`src/design/sha_pkg.sv`:
```
package sha_pkg;

    localparam int BLOCK_BYTES = 64;
    localparam int BLOCK_BITS  = BLOCK_BYTES * 8;
    localparam int FILL_W      = $clog2(BLOCK_BYTES);
    localparam int ROUNDS      = 64;
    localparam int ROUND_W     = $clog2(ROUNDS);
    localparam int HASH_WORDS  = 8;
    localparam int IDX_W       = $clog2(HASH_WORDS);

    // fill level of the last byte of a block, and the start of the length field
    localparam logic [FILL_W-1:0] FILL_LAST = FILL_W'(BLOCK_BYTES - 1);
    localparam logic [FILL_W-1:0] LEN_START = FILL_W'(BLOCK_BYTES - 8);
    localparam logic [IDX_W-1:0]  IDX_LAST  = IDX_W'(HASH_WORDS - 1);
    localparam logic [ROUND_W-1:0] ROUND_LAST = ROUND_W'(ROUNDS - 1);

    localparam logic [7:0] PAD_MARK = 8'h80;

    localparam logic [31:0] INIT_VECTOR [HASH_WORDS] = '{
        32'h6A09E667, 32'hBB67AE85, 32'h3C6EF372, 32'hA54FF53A,
        32'h510E527F, 32'h9B05688C, 32'h1F83D9AB, 32'h5BE0CD19
    };

    localparam logic [31:0] ROUND_K [ROUNDS] = '{
        32'h428a2f98, 32'h71374491, 32'hb5c0fbcf, 32'he9b5dba5,
        32'h3956c25b, 32'h59f111f1, 32'h923f82a4, 32'hab1c5ed5,
        32'hd807aa98, 32'h12835b01, 32'h243185be, 32'h550c7dc3,
        32'h72be5d74, 32'h80deb1fe, 32'h9bdc06a7, 32'hc19bf174,
        32'he49b69c1, 32'hefbe4786, 32'h0fc19dc6, 32'h240ca1cc,
        32'h2de92c6f, 32'h4a7484aa, 32'h5cb0a9dc, 32'h76f988da,
        32'h983e5152, 32'ha831c66d, 32'hb00327c8, 32'hbf597fc7,
        32'hc6e00bf3, 32'hd5a79147, 32'h06ca6351, 32'h14292967,
        32'h27b70a85, 32'h2e1b2138, 32'h4d2c6dfc, 32'h53380d13,
        32'h650a7354, 32'h766a0abb, 32'h81c2c92e, 32'h92722c85,
        32'ha2bfe8a1, 32'ha81a664b, 32'hc24b8b70, 32'hc76c51a3,
        32'hd192e819, 32'hd6990624, 32'hf40e3585, 32'h106aa070,
        32'h19a4c116, 32'h1e376c08, 32'h2748774c, 32'h34b0bcb5,
        32'h391c0cb3, 32'h4ed8aa4a, 32'h5b9cca4f, 32'h682e6ff3,
        32'h748f82ee, 32'h78a5636f, 32'h84c87814, 32'h8cc70208,
        32'h90befffa, 32'ha4506ceb, 32'hbef9a3f7, 32'hc67178f2
    };

    // source of a byte shifted into the block buffer
    typedef enum logic [1:0] {
        BYTE_DATA,
        BYTE_MARK,
        BYTE_ZERO,
        BYTE_LEN
    } byte_sel_t;

    // commands from the controller to the datapath
    typedef struct packed {
        logic                 shift_en;
        byte_sel_t            byte_sel;
        logic [2:0]           len_sel;
        logic                 count_byte;
        logic                 load_wv;
        logic                 wk_en;
        logic [ROUND_W-1:0]   sched_idx;
        logic                 round_en;
        logic                 add_hash;
        logic                 init_hash;
        logic                 out_valid;
        logic [IDX_W-1:0]     out_idx;
        logic                 out_last;
    } sha_cmd_t;

    function automatic logic [31:0] rotr(input logic [31:0] x, input int n);
        rotr = (x >> n) | (x << (32 - n));
    endfunction

    function automatic logic [31:0] big_sig0(input logic [31:0] x);
        big_sig0 = rotr(x, 2) ^ rotr(x, 13) ^ rotr(x, 22);
    endfunction

    function automatic logic [31:0] big_sig1(input logic [31:0] x);
        big_sig1 = rotr(x, 6) ^ rotr(x, 11) ^ rotr(x, 25);
    endfunction

    function automatic logic [31:0] small_sig0(input logic [31:0] x);
        small_sig0 = rotr(x, 7) ^ rotr(x, 18) ^ (x >> 3);
    endfunction

    function automatic logic [31:0] small_sig1(input logic [31:0] x);
        small_sig1 = rotr(x, 17) ^ rotr(x, 19) ^ (x >> 10);
    endfunction

endpackage

```
`src/design/sha_in_if.sv`:
```
interface sha_in_if;
    logic       valid;
    logic       ready;
    logic [7:0] data_byte;
    logic       has_byte;
    logic       last_byte;

    modport source (output valid, output data_byte, output has_byte, output last_byte,
                    input ready);
    modport sink   (input valid, input data_byte, input has_byte, input last_byte,
                    output ready);
endinterface

```
`src/design/sha_out_if.sv`:
```
interface sha_out_if;
    logic        valid;
    logic        ready;
    logic [31:0] digest_word;
    logic [2:0]  word_index;
    logic        last_word;

    modport source (output valid, output digest_word, output word_index, output last_word,
                    input ready);
    modport sink   (input valid, input digest_word, input word_index, input last_word,
                    output ready);
endinterface

```
`src/design/sha256_stream_hasher_top.sv`:
```
// Channel  Dir  Payload                                  Transfer
// in_ch    in   data_byte[7:0], has_byte, last_byte      valid && ready
// out_ch   out  digest_word[31:0], word_index[2:0],      valid && ready
//               last_word
//
// The 64th byte of a block starts a compression (load, 64 rounds on the one
// round unit, chaining add).
// A last item pads one byte per cycle, outside compression, up to the block end,
// with an idle ST_PAD_ZERO step before the length field, compressing once or twice,
// then shows the eight digest words, one per cycle while out_ch.ready.
// in_ch.ready is low during compression, padding and digest output.
// Reset loads the initial vector and clears the fill and length counts.
module sha256_stream_hasher_top (
    input logic        clk,
    input logic        rst_n,
    sha_in_if.sink     in_ch,
    sha_out_if.source  out_ch
);

    sha_pkg::sha_cmd_t cmd;

    sha_ctrl u_ctrl (
        .clk       (clk),
        .rst_n     (rst_n),
        .in_valid  (in_ch.valid),
        .in_has    (in_ch.has_byte),
        .in_last   (in_ch.last_byte),
        .in_ready  (in_ch.ready),
        .out_ready (out_ch.ready),
        .cmd       (cmd)
    );

    sha_datapath u_datapath (
        .clk         (clk),
        .rst_n       (rst_n),
        .cmd         (cmd),
        .data_byte   (in_ch.data_byte),
        .digest_word (out_ch.digest_word)
    );

    assign out_ch.valid      = cmd.out_valid;
    assign out_ch.word_index = cmd.out_idx;
    assign out_ch.last_word  = cmd.out_last;

    // input and output never open together
    a_no_overlap: assert property (@(posedge clk) disable iff (!rst_n)
        !(in_ch.ready && out_ch.valid))
        else $error("input ready during digest output");

    // byte loading and rounds share the window
    a_window_excl: assert property (@(posedge clk) disable iff (!rst_n)
        !(cmd.shift_en && cmd.round_en))
        else $error("shift and round in the same cycle");

    // digest words come out in order
    a_word_order: assert property (@(posedge clk) disable iff (!rst_n)
        (out_ch.valid && out_ch.ready && !out_ch.last_word) |=>
        (out_ch.valid && out_ch.word_index == 3'($past(out_ch.word_index) + 3'd1)))
        else $error("digest word order broken");

    // after the final word the block takes input again
    a_back_idle: assert property (@(posedge clk) disable iff (!rst_n)
        (out_ch.valid && out_ch.ready && out_ch.last_word) |=> in_ch.ready)
        else $error("not idle after digest");

endmodule

```
`src/design/sha_ctrl.sv`:
```
module sha_ctrl (
    input  logic              clk,
    input  logic              rst_n,
    input  logic              in_valid,
    input  logic              in_has,
    input  logic              in_last,
    output logic              in_ready,
    input  logic              out_ready,
    output sha_pkg::sha_cmd_t cmd
);

    typedef enum logic [2:0] {
        ST_IDLE,
        ST_LOAD,
        ST_ROUND,
        ST_ADD,
        ST_PAD_MARK,
        ST_PAD_ZERO,
        ST_PAD_LEN,
        ST_OUT
    } state_t;

    state_t                       state_reg, state_next;
    logic [sha_pkg::FILL_W-1:0]   fill_reg, fill_next;
    logic [sha_pkg::ROUND_W-1:0]  rnd_reg, rnd_next;
    logic [sha_pkg::IDX_W-1:0]    idx_reg, idx_next;
    logic                         last_pend_reg, last_pend_next;
    logic                         mark_done_reg, mark_done_next;
    logic                         final_reg, final_next;

    // next state and datapath commands
    always_comb
    begin
        state_next     = state_reg;
        fill_next      = fill_reg;
        rnd_next       = rnd_reg;
        idx_next       = idx_reg;
        last_pend_next = last_pend_reg;
        mark_done_next = mark_done_reg;
        final_next     = final_reg;
        in_ready       = 1'b0;
        cmd            = '0;
        cmd.byte_sel   = sha_pkg::BYTE_DATA;
        cmd.len_sel    = fill_reg[2:0];
        cmd.out_idx    = idx_reg;
        cmd.out_last   = (idx_reg == sha_pkg::IDX_LAST);

        unique case (state_reg)
            ST_IDLE:
            begin
                in_ready = 1'b1;
                if (in_valid)
                begin
                    if (in_has)
                    begin
                        cmd.shift_en   = 1'b1;
                        cmd.count_byte = 1'b1;
                        fill_next      = fill_reg + 1'b1;
                        if (fill_reg == sha_pkg::FILL_LAST)
                        begin
                            last_pend_next = in_last;
                            state_next     = ST_LOAD;
                        end
                        else if (in_last)
                        begin
                            state_next = ST_PAD_MARK;
                        end
                    end
                    else if (in_last)
                    begin
                        state_next = ST_PAD_MARK;
                    end
                end
            end
            ST_LOAD:
            begin
                cmd.load_wv   = 1'b1;
                cmd.wk_en     = 1'b1;
                cmd.sched_idx = '0;
                rnd_next      = '0;
                state_next    = ST_ROUND;
            end
            ST_ROUND:
            begin
                cmd.round_en  = 1'b1;
                cmd.wk_en     = 1'b1;
                cmd.sched_idx = rnd_reg + 1'b1;
                rnd_next      = rnd_reg + 1'b1;
                if (rnd_reg == sha_pkg::ROUND_LAST)
                    state_next = ST_ADD;
            end
            ST_ADD:
            begin
                cmd.add_hash = 1'b1;
                priority if (final_reg)
                    state_next = ST_OUT;
                else if (last_pend_reg && mark_done_reg)
                    state_next = ST_PAD_ZERO;
                else if (last_pend_reg)
                    state_next = ST_PAD_MARK;
                else
                    state_next = ST_IDLE;
            end
            ST_PAD_MARK:
            begin
                cmd.shift_en   = 1'b1;
                cmd.byte_sel   = sha_pkg::BYTE_MARK;
                fill_next      = fill_reg + 1'b1;
                last_pend_next = 1'b1;
                mark_done_next = 1'b1;
                state_next     = (fill_reg == sha_pkg::FILL_LAST) ? ST_LOAD : ST_PAD_ZERO;
            end
            ST_PAD_ZERO:
            begin
                if (fill_reg == sha_pkg::LEN_START)
                begin
                    state_next = ST_PAD_LEN;
                end
                else
                begin
                    cmd.shift_en = 1'b1;
                    cmd.byte_sel = sha_pkg::BYTE_ZERO;
                    fill_next    = fill_reg + 1'b1;
                    if (fill_reg == sha_pkg::FILL_LAST)
                        state_next = ST_LOAD;
                end
            end
            ST_PAD_LEN:
            begin
                cmd.shift_en = 1'b1;
                cmd.byte_sel = sha_pkg::BYTE_LEN;
                fill_next    = fill_reg + 1'b1;
                if (fill_reg == sha_pkg::FILL_LAST)
                begin
                    final_next = 1'b1;
                    state_next = ST_LOAD;
                end
            end
            ST_OUT:
            begin
                cmd.out_valid = 1'b1;
                if (out_ready)
                begin
                    idx_next = idx_reg + 1'b1;
                    if (idx_reg == sha_pkg::IDX_LAST)
                    begin
                        cmd.init_hash  = 1'b1;
                        last_pend_next = 1'b0;
                        mark_done_next = 1'b0;
                        final_next     = 1'b0;
                        state_next     = ST_IDLE;
                    end
                end
            end
            default:
            begin
                state_next = ST_IDLE;
            end
        endcase
    end

    // state and counters
    always_ff @(posedge clk or negedge rst_n)
    begin
        if (!rst_n)
        begin
            state_reg     <= ST_IDLE;
            fill_reg      <= '0;
            rnd_reg       <= '0;
            idx_reg       <= '0;
            last_pend_reg <= 1'b0;
            mark_done_reg <= 1'b0;
            final_reg     <= 1'b0;
        end
        else
        begin
            state_reg     <= state_next;
            fill_reg      <= fill_next;
            rnd_reg       <= rnd_next;
            idx_reg       <= idx_next;
            last_pend_reg <= last_pend_next;
            mark_done_reg <= mark_done_next;
            final_reg     <= final_next;
        end
    end

endmodule

```
`src/design/sha_datapath.sv`:
```
module sha_datapath (
    input  logic              clk,
    input  logic              rst_n,
    input  sha_pkg::sha_cmd_t cmd,
    input  logic [7:0]        data_byte,
    output logic [31:0]       digest_word
);

    localparam int BB = sha_pkg::BLOCK_BITS;

    logic [BB-1:0] blk_reg;
    logic [31:0]   wk_reg;
    logic [31:0]   wv_reg   [sha_pkg::HASH_WORDS];
    logic [31:0]   hash_reg [sha_pkg::HASH_WORDS];
    logic [63:0]   bits_reg;

    logic [7:0]    byte_in;
    logic [31:0]   w_new;
    logic [31:0]   t1, t2;

    // byte fed into the block buffer
    always_comb
    begin
        unique case (cmd.byte_sel)
            sha_pkg::BYTE_DATA: byte_in = data_byte;
            sha_pkg::BYTE_MARK: byte_in = sha_pkg::PAD_MARK;
            sha_pkg::BYTE_ZERO: byte_in = 8'h00;
            sha_pkg::BYTE_LEN:  byte_in = 8'(bits_reg >> {3'd7 - cmd.len_sel, 3'b000});
            default:            byte_in = 8'h00;
        endcase
    end

    // schedule word: the top of the window holds W[t-16], or W[t] in the first 16
    always_comb
    begin
        if (cmd.sched_idx < 6'd16)
            w_new = blk_reg[BB-1 -: 32];
        else
            w_new = sha_pkg::small_sig1(blk_reg[BB-1-32*14 -: 32]) +
                    blk_reg[BB-1-32*9 -: 32] +
                    sha_pkg::small_sig0(blk_reg[BB-1-32*1 -: 32]) +
                    blk_reg[BB-1 -: 32];
    end

    // round function
    always_comb
    begin
        t1 = wv_reg[7] + sha_pkg::big_sig1(wv_reg[4]) +
             (wv_reg[6] ^ (wv_reg[4] & (wv_reg[5] ^ wv_reg[6]))) + wk_reg;
        t2 = sha_pkg::big_sig0(wv_reg[0]) +
             ((wv_reg[0] & wv_reg[1]) | ((wv_reg[0] | wv_reg[1]) & wv_reg[2]));
    end

    // block buffer doubles as the schedule window
    always_ff @(posedge clk)
    begin
        if (cmd.shift_en)
            blk_reg <= {blk_reg[BB-9:0], byte_in};
        else if (cmd.wk_en)
            blk_reg <= {blk_reg[BB-33:0], w_new};
        if (cmd.wk_en)
            wk_reg <= w_new + sha_pkg::ROUND_K[cmd.sched_idx];
    end

    // working variables
    always_ff @(posedge clk)
    begin
        if (cmd.load_wv)
        begin
            for (int j = 0; j < sha_pkg::HASH_WORDS; j++)
                wv_reg[j] <= hash_reg[j];
        end
        else if (cmd.round_en)
        begin
            for (int j = 1; j < sha_pkg::HASH_WORDS; j++)
                wv_reg[j] <= wv_reg[j-1];
            wv_reg[4] <= wv_reg[3] + t1;
            wv_reg[0] <= t1 + t2;
        end
    end

    // chaining state and bit length
    always_ff @(posedge clk or negedge rst_n)
    begin
        if (!rst_n)
        begin
            for (int j = 0; j < sha_pkg::HASH_WORDS; j++)
                hash_reg[j] <= sha_pkg::INIT_VECTOR[j];
            bits_reg <= '0;
        end
        else
        begin
            if (cmd.init_hash)
            begin
                for (int j = 0; j < sha_pkg::HASH_WORDS; j++)
                    hash_reg[j] <= sha_pkg::INIT_VECTOR[j];
                bits_reg <= '0;
            end
            else
            begin
                if (cmd.add_hash)
                begin
                    for (int j = 0; j < sha_pkg::HASH_WORDS; j++)
                        hash_reg[j] <= hash_reg[j] + wv_reg[j];
                end
                if (cmd.count_byte)
                    bits_reg <= bits_reg + 64'd8;
            end
        end
    end

    assign digest_word = hash_reg[cmd.out_idx];

endmodule

```
`src/flat_wrapper.sv`:
```
// flat-port wrapper written by rule: the top's interface ports become plain ports
module sha256_stream_hasher_top_flat 
  (clk, rst_n, in_ch_valid, in_ch_data_byte, in_ch_has_byte, in_ch_last_byte, in_ch_ready, out_ch_valid, out_ch_digest_word, out_ch_word_index, out_ch_last_word, out_ch_ready);
  sha_in_if in_ch_i ();
  sha_out_if out_ch_i ();
  input logic clk;
  input logic rst_n;
  input wire logic [$bits(in_ch_i.valid)-1:0] in_ch_valid;
  input wire logic [$bits(in_ch_i.data_byte)-1:0] in_ch_data_byte;
  input wire logic [$bits(in_ch_i.has_byte)-1:0] in_ch_has_byte;
  input wire logic [$bits(in_ch_i.last_byte)-1:0] in_ch_last_byte;
  output wire logic [$bits(in_ch_i.ready)-1:0] in_ch_ready;
  output wire logic [$bits(out_ch_i.valid)-1:0] out_ch_valid;
  output wire logic [$bits(out_ch_i.digest_word)-1:0] out_ch_digest_word;
  output wire logic [$bits(out_ch_i.word_index)-1:0] out_ch_word_index;
  output wire logic [$bits(out_ch_i.last_word)-1:0] out_ch_last_word;
  input wire logic [$bits(out_ch_i.ready)-1:0] out_ch_ready;
  assign in_ch_i.valid = in_ch_valid;
  assign in_ch_i.data_byte = in_ch_data_byte;
  assign in_ch_i.has_byte = in_ch_has_byte;
  assign in_ch_i.last_byte = in_ch_last_byte;
  assign in_ch_ready = in_ch_i.ready;
  assign out_ch_valid = out_ch_i.valid;
  assign out_ch_digest_word = out_ch_i.digest_word;
  assign out_ch_word_index = out_ch_i.word_index;
  assign out_ch_last_word = out_ch_i.last_word;
  assign out_ch_i.ready = out_ch_ready;
  sha256_stream_hasher_top u_core (.clk(clk), .rst_n(rst_n), .in_ch(in_ch_i), .out_ch(out_ch_i));
endmodule
```
`config.mk`:
```
export PLATFORM = sky130hd
export DESIGN_NAME = sha256_stream_hasher_top_flat
export DESIGN_NICKNAME = d
export VERILOG_FILES = /design/src/design/sha_pkg.sv /design/src/design/sha_in_if.sv /design/src/design/sha_out_if.sv /design/src/design/sha256_stream_hasher_top.sv /design/src/design/sha_ctrl.sv /design/src/design/sha_datapath.sv /design/src/flat_wrapper.sv
export SDC_FILE = /design/constraint.sdc
export NUM_CORES = 2
export LEC_CHECK = 0
export BUFFER_PORTS_ARGS = -buffer_cell sky130_fd_sc_hd__buf_2
export CORE_MARGIN = 1
export CORE_UTILIZATION = 59
export CTS_BUF_LIST = sky130_fd_sc_hd__clkbuf_16
export CTS_CLUSTER_DIAMETER = 120
export DETAILED_ROUTE_END_ITERATION = 8
export GPL_TIMING_DRIVEN = 0
export HOLD_SLACK_MARGIN = 0.06
export PLACE_DENSITY = 0.78
export SETUP_SLACK_MARGIN = 0.2
export SLEW_MARGIN = 20
export SYNTH_ARGS = -nofsm -noshare
export SYNTH_HDL_FRONTEND = slang
export SYNTH_SLANG_ARGS = --single-unit
export TNS_END_PERCENT = 100
```
`constraint.sdc`:
```
create_clock -name clk -period 13.51 [get_ports clk]
set_clock_uncertainty 0.1 [all_clocks]
set_input_delay 1.351 -clock clk [delete_from_list [all_inputs] [get_ports clk]]
set_output_delay 1.351 -clock clk [all_outputs]
set_load 0.005 [all_outputs]
```
==> key figures <==
Status
  • Status: completed

STA
  • Share of the clock period used by the worst path after layout: 67.37%
  • Final count of pins violating max slew: 0
  • Final hold viol count: 0
  • Setup violators final: 0
  • Fin crit period: 9102 ps
  • RSZ-0062 raised after global routing: no
  • Max frequency: 109.9 MHz
  • Worst-Margin Slew: 1286 ps
  • Remaining max-slew budget at the tightest pin: 13.34%
  • Setup ws final: 4408 ps

Worst setup path
  • Cell Chain, Critical Path: clkbuf_1, nor3_1, clkbuf_1, nand2_1, inv_1, ha_1, clkbuf_1, clkbuf_1, nand2_1, o211ai_1, nand3_1, a31oi_1, ha_1, a2111oi_0, o21bai_1, a221o_1, a31oi_1, a21oi_1, a41o_1, o41ai_2, inv_1, a21oi_1, xnor2_1
  • Worst path slowest cell: sky130_fd_sc_hd__nor3_1
  • Max Fanout on Critical Path: 13
  • Crit path launch type: flip-flop
  • Arrival time at the worst endpoint: 9520 ps
  • Most common cell on crit path: sky130_fd_sc_hd__clkbuf_1
  • Critical path buffers and inverters: 6
  • Kind of cell adding the most delay to the critical path: compound AO/OA/AOI/OAI gates
  • Critical Path RT: 13,930 ps
  • Critical setup path kind: reg -> reg
  • Critical path's largest stage delay: 790 ps
  • Crit path capture type: flip-flop

Clock tree
  • Clock net sink count: 1,138
  • PostCTS Resize Cnt: 0
  • Count of H-tree levels built during CTS: 4
  • Cts hold-fix bufs: 0
  • CTS buffer count: 133
  • Clock tree from TritonCTS: done
  • Maximum count of clock buffers along a single path: 3
  • Number of setup buffers added after CTS: 0
  • Worst-skew pair later-pin latency: 820 ps
  • Root Driver: sky130_fd_sc_hd__clkbuf_16
  • Clock slew seen by the registers of the worst setup and hold paths: 60 ps

Finish
  • Number of fill cells: 10,600
  • Share of cells above drive strength 1: 7.966%
  • Finished Cell Area: 0.08554 mm²
  • Flip-flop count of the largest register after layout: 512
  • Post-layout utilization of the core: 65.15%
  • Final #Nets: 9,217
  • Layout area overhead: 9.715%
  • Footprint of the flip-flops and latches: 0.03265 mm²
  • Area of the multi-input gates: 0.04243 mm²

Logic synthesis
  • Combined area of all synthesized cells: 0.07797 mm²
  • Fraction of synthesized cell area taken by the top area cell type: 30.81%
  • Number of synthesized flops with an enable pin: 800
  • FFs w/ async S/R, synth: 29.70%
  • Leading register cell type out of synthesis: sky130_fd_sc_hd__edfxtp_1
  • Dominant cell by count in the synthesized netlist: sky130_fd_sc_hd__nand2_1
  • Count of warnings emitted by yosys: 0
  • Post-synthesis sequential area ratio: 41.88%
  • Biggest area consumer among synthesized cells: sky130_fd_sc_hd__edfxtp_1
  • Net count after synthesis: 9,015
  • Unique cell type count in the Yosys netlist: 89
  • #FFs+latches synth: 1,138
  • Cell types occupying the most area after synthesis: sky130_fd_sc_hd__edfxtp_1 (31%), sky130_fd_sc_hd__nand2_1 (11%), sky130_fd_sc_hd__ha_1 (6.8%)
  • Top post-synthesis cells by count: sky130_fd_sc_hd__nand2_1 (2,260), sky130_fd_sc_hd__edfxtp_1 (800), sky130_fd_sc_hd__a21oi_1 (497)
  • Synth Instances: 8,411
  • Mapped Avg Cell Area: 9.270 µm²

Pwr
  • IR drop worst, VDD: 0.0001229 V
  • Pleak: 0.03652 µW
  • Power density relative to cell area: 88.11 mW/mm²

Drt
  • DR WL/cell: 28.67 µm
  • Pre-antenna DRT Iters: 7
  • Iter 0 DRT Violations: 9,781
  • DRC violation count after routing: 0
  • Count of vias placed by the detailed router: 68,380
  • Antenna Nets Post-Route: 0
  • Wire length after detailed routing: 300,500 µm
  • Per-cell via count in the routed design: 6.524

Place
  • Last weighted congestion value of the routability-driven placer: 1.081
  • DP Worst Slack: 4674 ps
  • Placed wire-length estimate after detailed placement: 227,800 µm
  • Buffers added on ports: 51
  • Placed standard-cell area: 0.08090 mm²

GRT
  • Maximum number of pins on one net before global-route repair: 105
  • Sum of overflow across all layers after global routing: 0
  • Global-route wire length before repair: 431,200 µm
  • Number of antenna violations at the first check in global routing: 11
  • Vias in the first global route: 64,780
  • Global router's overall resource usage: 44.64%

Min path
  • Class of the most critical hold timing path: in -> async

Floorplan
  • Std-Cell Core Area: 0.1313 mm²
  • I/O Pins: 52
  • Die Footprint: 0.1336 mm²
  • Number of cell rows: 133
  • Die Y: 365.5 µm
  • Die boundary width: 365.5 µm
  • Starting density of the core: 59.38%

Job
  • Number of max-capacitance violations reported: 0
[stage by stage]
stage / hold slack [ps] / total power (µW) / setup TNS [ps] / std cells
finish: 274.9 / 7537 / 0 / 10480
global placement: 363.6 / 3801 / -154660 / 10220
global route: 272.8 / 7671 / 0 / 10480
CTS: 263.5 / 7541 / 0 / 10480
floorplan: 345.2 / 3774 / 0 / 8411
detailed placement: 370.4 / 3806 / 0 / 10230
[metal layers]
| layer | up-vias | wire length, µm | global-route usage [%] |
|---|---|---|---|
| li1 | 29750 | - | - |
| met1 | 32880 | 108800 | 55.23 |
| met2 | 4605 | 131400 | 68.20 |
| met3 | 1138 | 31750 | 9.405 |
| met4 | 8 | 28560 | 35.12 |
| met5 | - | 57 | 0 |
[final cells by class]
| cell class | count | share of cell area (%) |
|---|---|---|
| clock buffer | 133 | 3.891 |
| tap | 1755 | 2.567 |
| buffer | 477 | 2.160 |
| clock inverter | 114 | 1.504 |
| inverter | 299 | 1.321 |
| antenna | 2 | 0.005851 |
| sequential | 1138 | 38.17 |
| timing repair buffer | 67 | 0.7752 |
| multi-input combinational | 6497 | 49.61 |
[worst reg2reg max path: stages (launching register included)]
cell	delay, ps
sky130_fd_sc_hd__dfrtp_1	390
sky130_fd_sc_hd__clkbuf_1	230
sky130_fd_sc_hd__nor3_1	790
sky130_fd_sc_hd__clkbuf_1	540
sky130_fd_sc_hd__nand2_1	680
sky130_fd_sc_hd__inv_1	710
sky130_fd_sc_hd__ha_1	240
sky130_fd_sc_hd__clkbuf_1	510
sky130_fd_sc_hd__clkbuf_1	780
sky130_fd_sc_hd__nand2_1	130
sky130_fd_sc_hd__o211ai_1	150
sky130_fd_sc_hd__nand3_1	130
sky130_fd_sc_hd__a31oi_1	650
sky130_fd_sc_hd__ha_1	410
sky130_fd_sc_hd__a2111oi_0	440
sky130_fd_sc_hd__o21bai_1	140
sky130_fd_sc_hd__a221o_1	360
sky130_fd_sc_hd__a31oi_1	270
sky130_fd_sc_hd__a21oi_1	190
sky130_fd_sc_hd__a41o_1	300
sky130_fd_sc_hd__o41ai_2	310
sky130_fd_sc_hd__inv_1	90
sky130_fd_sc_hd__a21oi_1	200
sky130_fd_sc_hd__xnor2_1	80
[path summary, 6_finish.rpt]
kind | endpoint | slack [ps] | start | cells past startpoint
setup / recovery | u_core.u_datapath.wk_reg[28]$_DFFE_PP_ | 4410 | u_core.u_ctrl.state_reg[2]$_DFFE_PN0P_ | 23
hold / removal | u_core.u_datapath.hash_reg[54]$_DFFE_PN0P_ | 270 | rst_n | 1
setup reg to reg | u_core.u_datapath.wk_reg[28]$_DFFE_PP_ | 4410 | u_core.u_ctrl.state_reg[2]$_DFFE_PN0P_ | 23
hold reg to reg | u_core.u_ctrl.fill_reg[5]$_DFFE_PN0P_ | 380 | u_core.u_ctrl.fill_reg[5]$_DFFE_PN0P_ | 1
max in group asynchronous | u_core.u_datapath.hash_reg[33]$_DFFE_PN1P_ | 11790 | rst_n | 3
min in group clk | u_core.u_ctrl.fill_reg[5]$_DFFE_PN0P_ | 380 | u_core.u_ctrl.fill_reg[5]$_DFFE_PN0P_ | 1
[power breakdown]
part           internal, µW  switching [µW]
combinational          5.49            26.5
sequential             3700           0.547
clock                  2130            1670
total                  5840            1700
[kinds of logic (layout without fill, tap and decap cells)]
logic type / count (synthesis) / count (layout) / share of synthesized area [%]
adders and majority gates: 619 / 619 / 11.44
muxes: 231 / 231 / 4.418
buffers and inverters: 776 / 1090 / 3.757
other: 0 / 2 / 0
xor gates and xnor gates: 651 / 651 / 7.313
DFF: 1138 / 1138 / 41.88
and+or+nand+nor: 3274 / 3274 / 17.41
AOI/OAI and AO/OA: 1722 / 1722 / 13.79
[cells in the final DEF (no fill, tap or decap), types with 58 or more instances in the layout]
cell type,synthesis,final
sky130_fd_sc_hd__nand2b_1,58,58
sky130_fd_sc_hd__mux2_2,131,131
sky130_fd_sc_hd__a31oi_1,61,60
sky130_fd_sc_hd__dfstp_2,136,136
sky130_fd_sc_hd__nand3_1,170,170
sky130_fd_sc_hd__mux4_2,77,77
sky130_fd_sc_hd__o21ai_0,466,465
sky130_fd_sc_hd__xor2_1,223,222
sky130_fd_sc_hd__buf_2,3,58
sky130_fd_sc_hd__nor2_1,389,388
sky130_fd_sc_hd__dfrtp_1,202,202
sky130_fd_sc_hd__nor3_1,132,131
sky130_fd_sc_hd__nand2_1,2260,2259
sky130_fd_sc_hd__edfxtp_1,800,800
sky130_fd_sc_hd__ha_1,424,424
sky130_fd_sc_hd__inv_1,298,325
sky130_fd_sc_hd__xnor2_1,428,428
sky130_fd_sc_hd__clkbuf_16,0,133
sky130_fd_sc_hd__a21oi_1,497,496
sky130_fd_sc_hd__fa_1,166,166
sky130_fd_sc_hd__o21a_1,71,71
sky130_fd_sc_hd__a21o_1,201,201
sky130_fd_sc_hd__clkbuf_1,421,392
No activity file was read; power rests on OpenSTA's default activity.
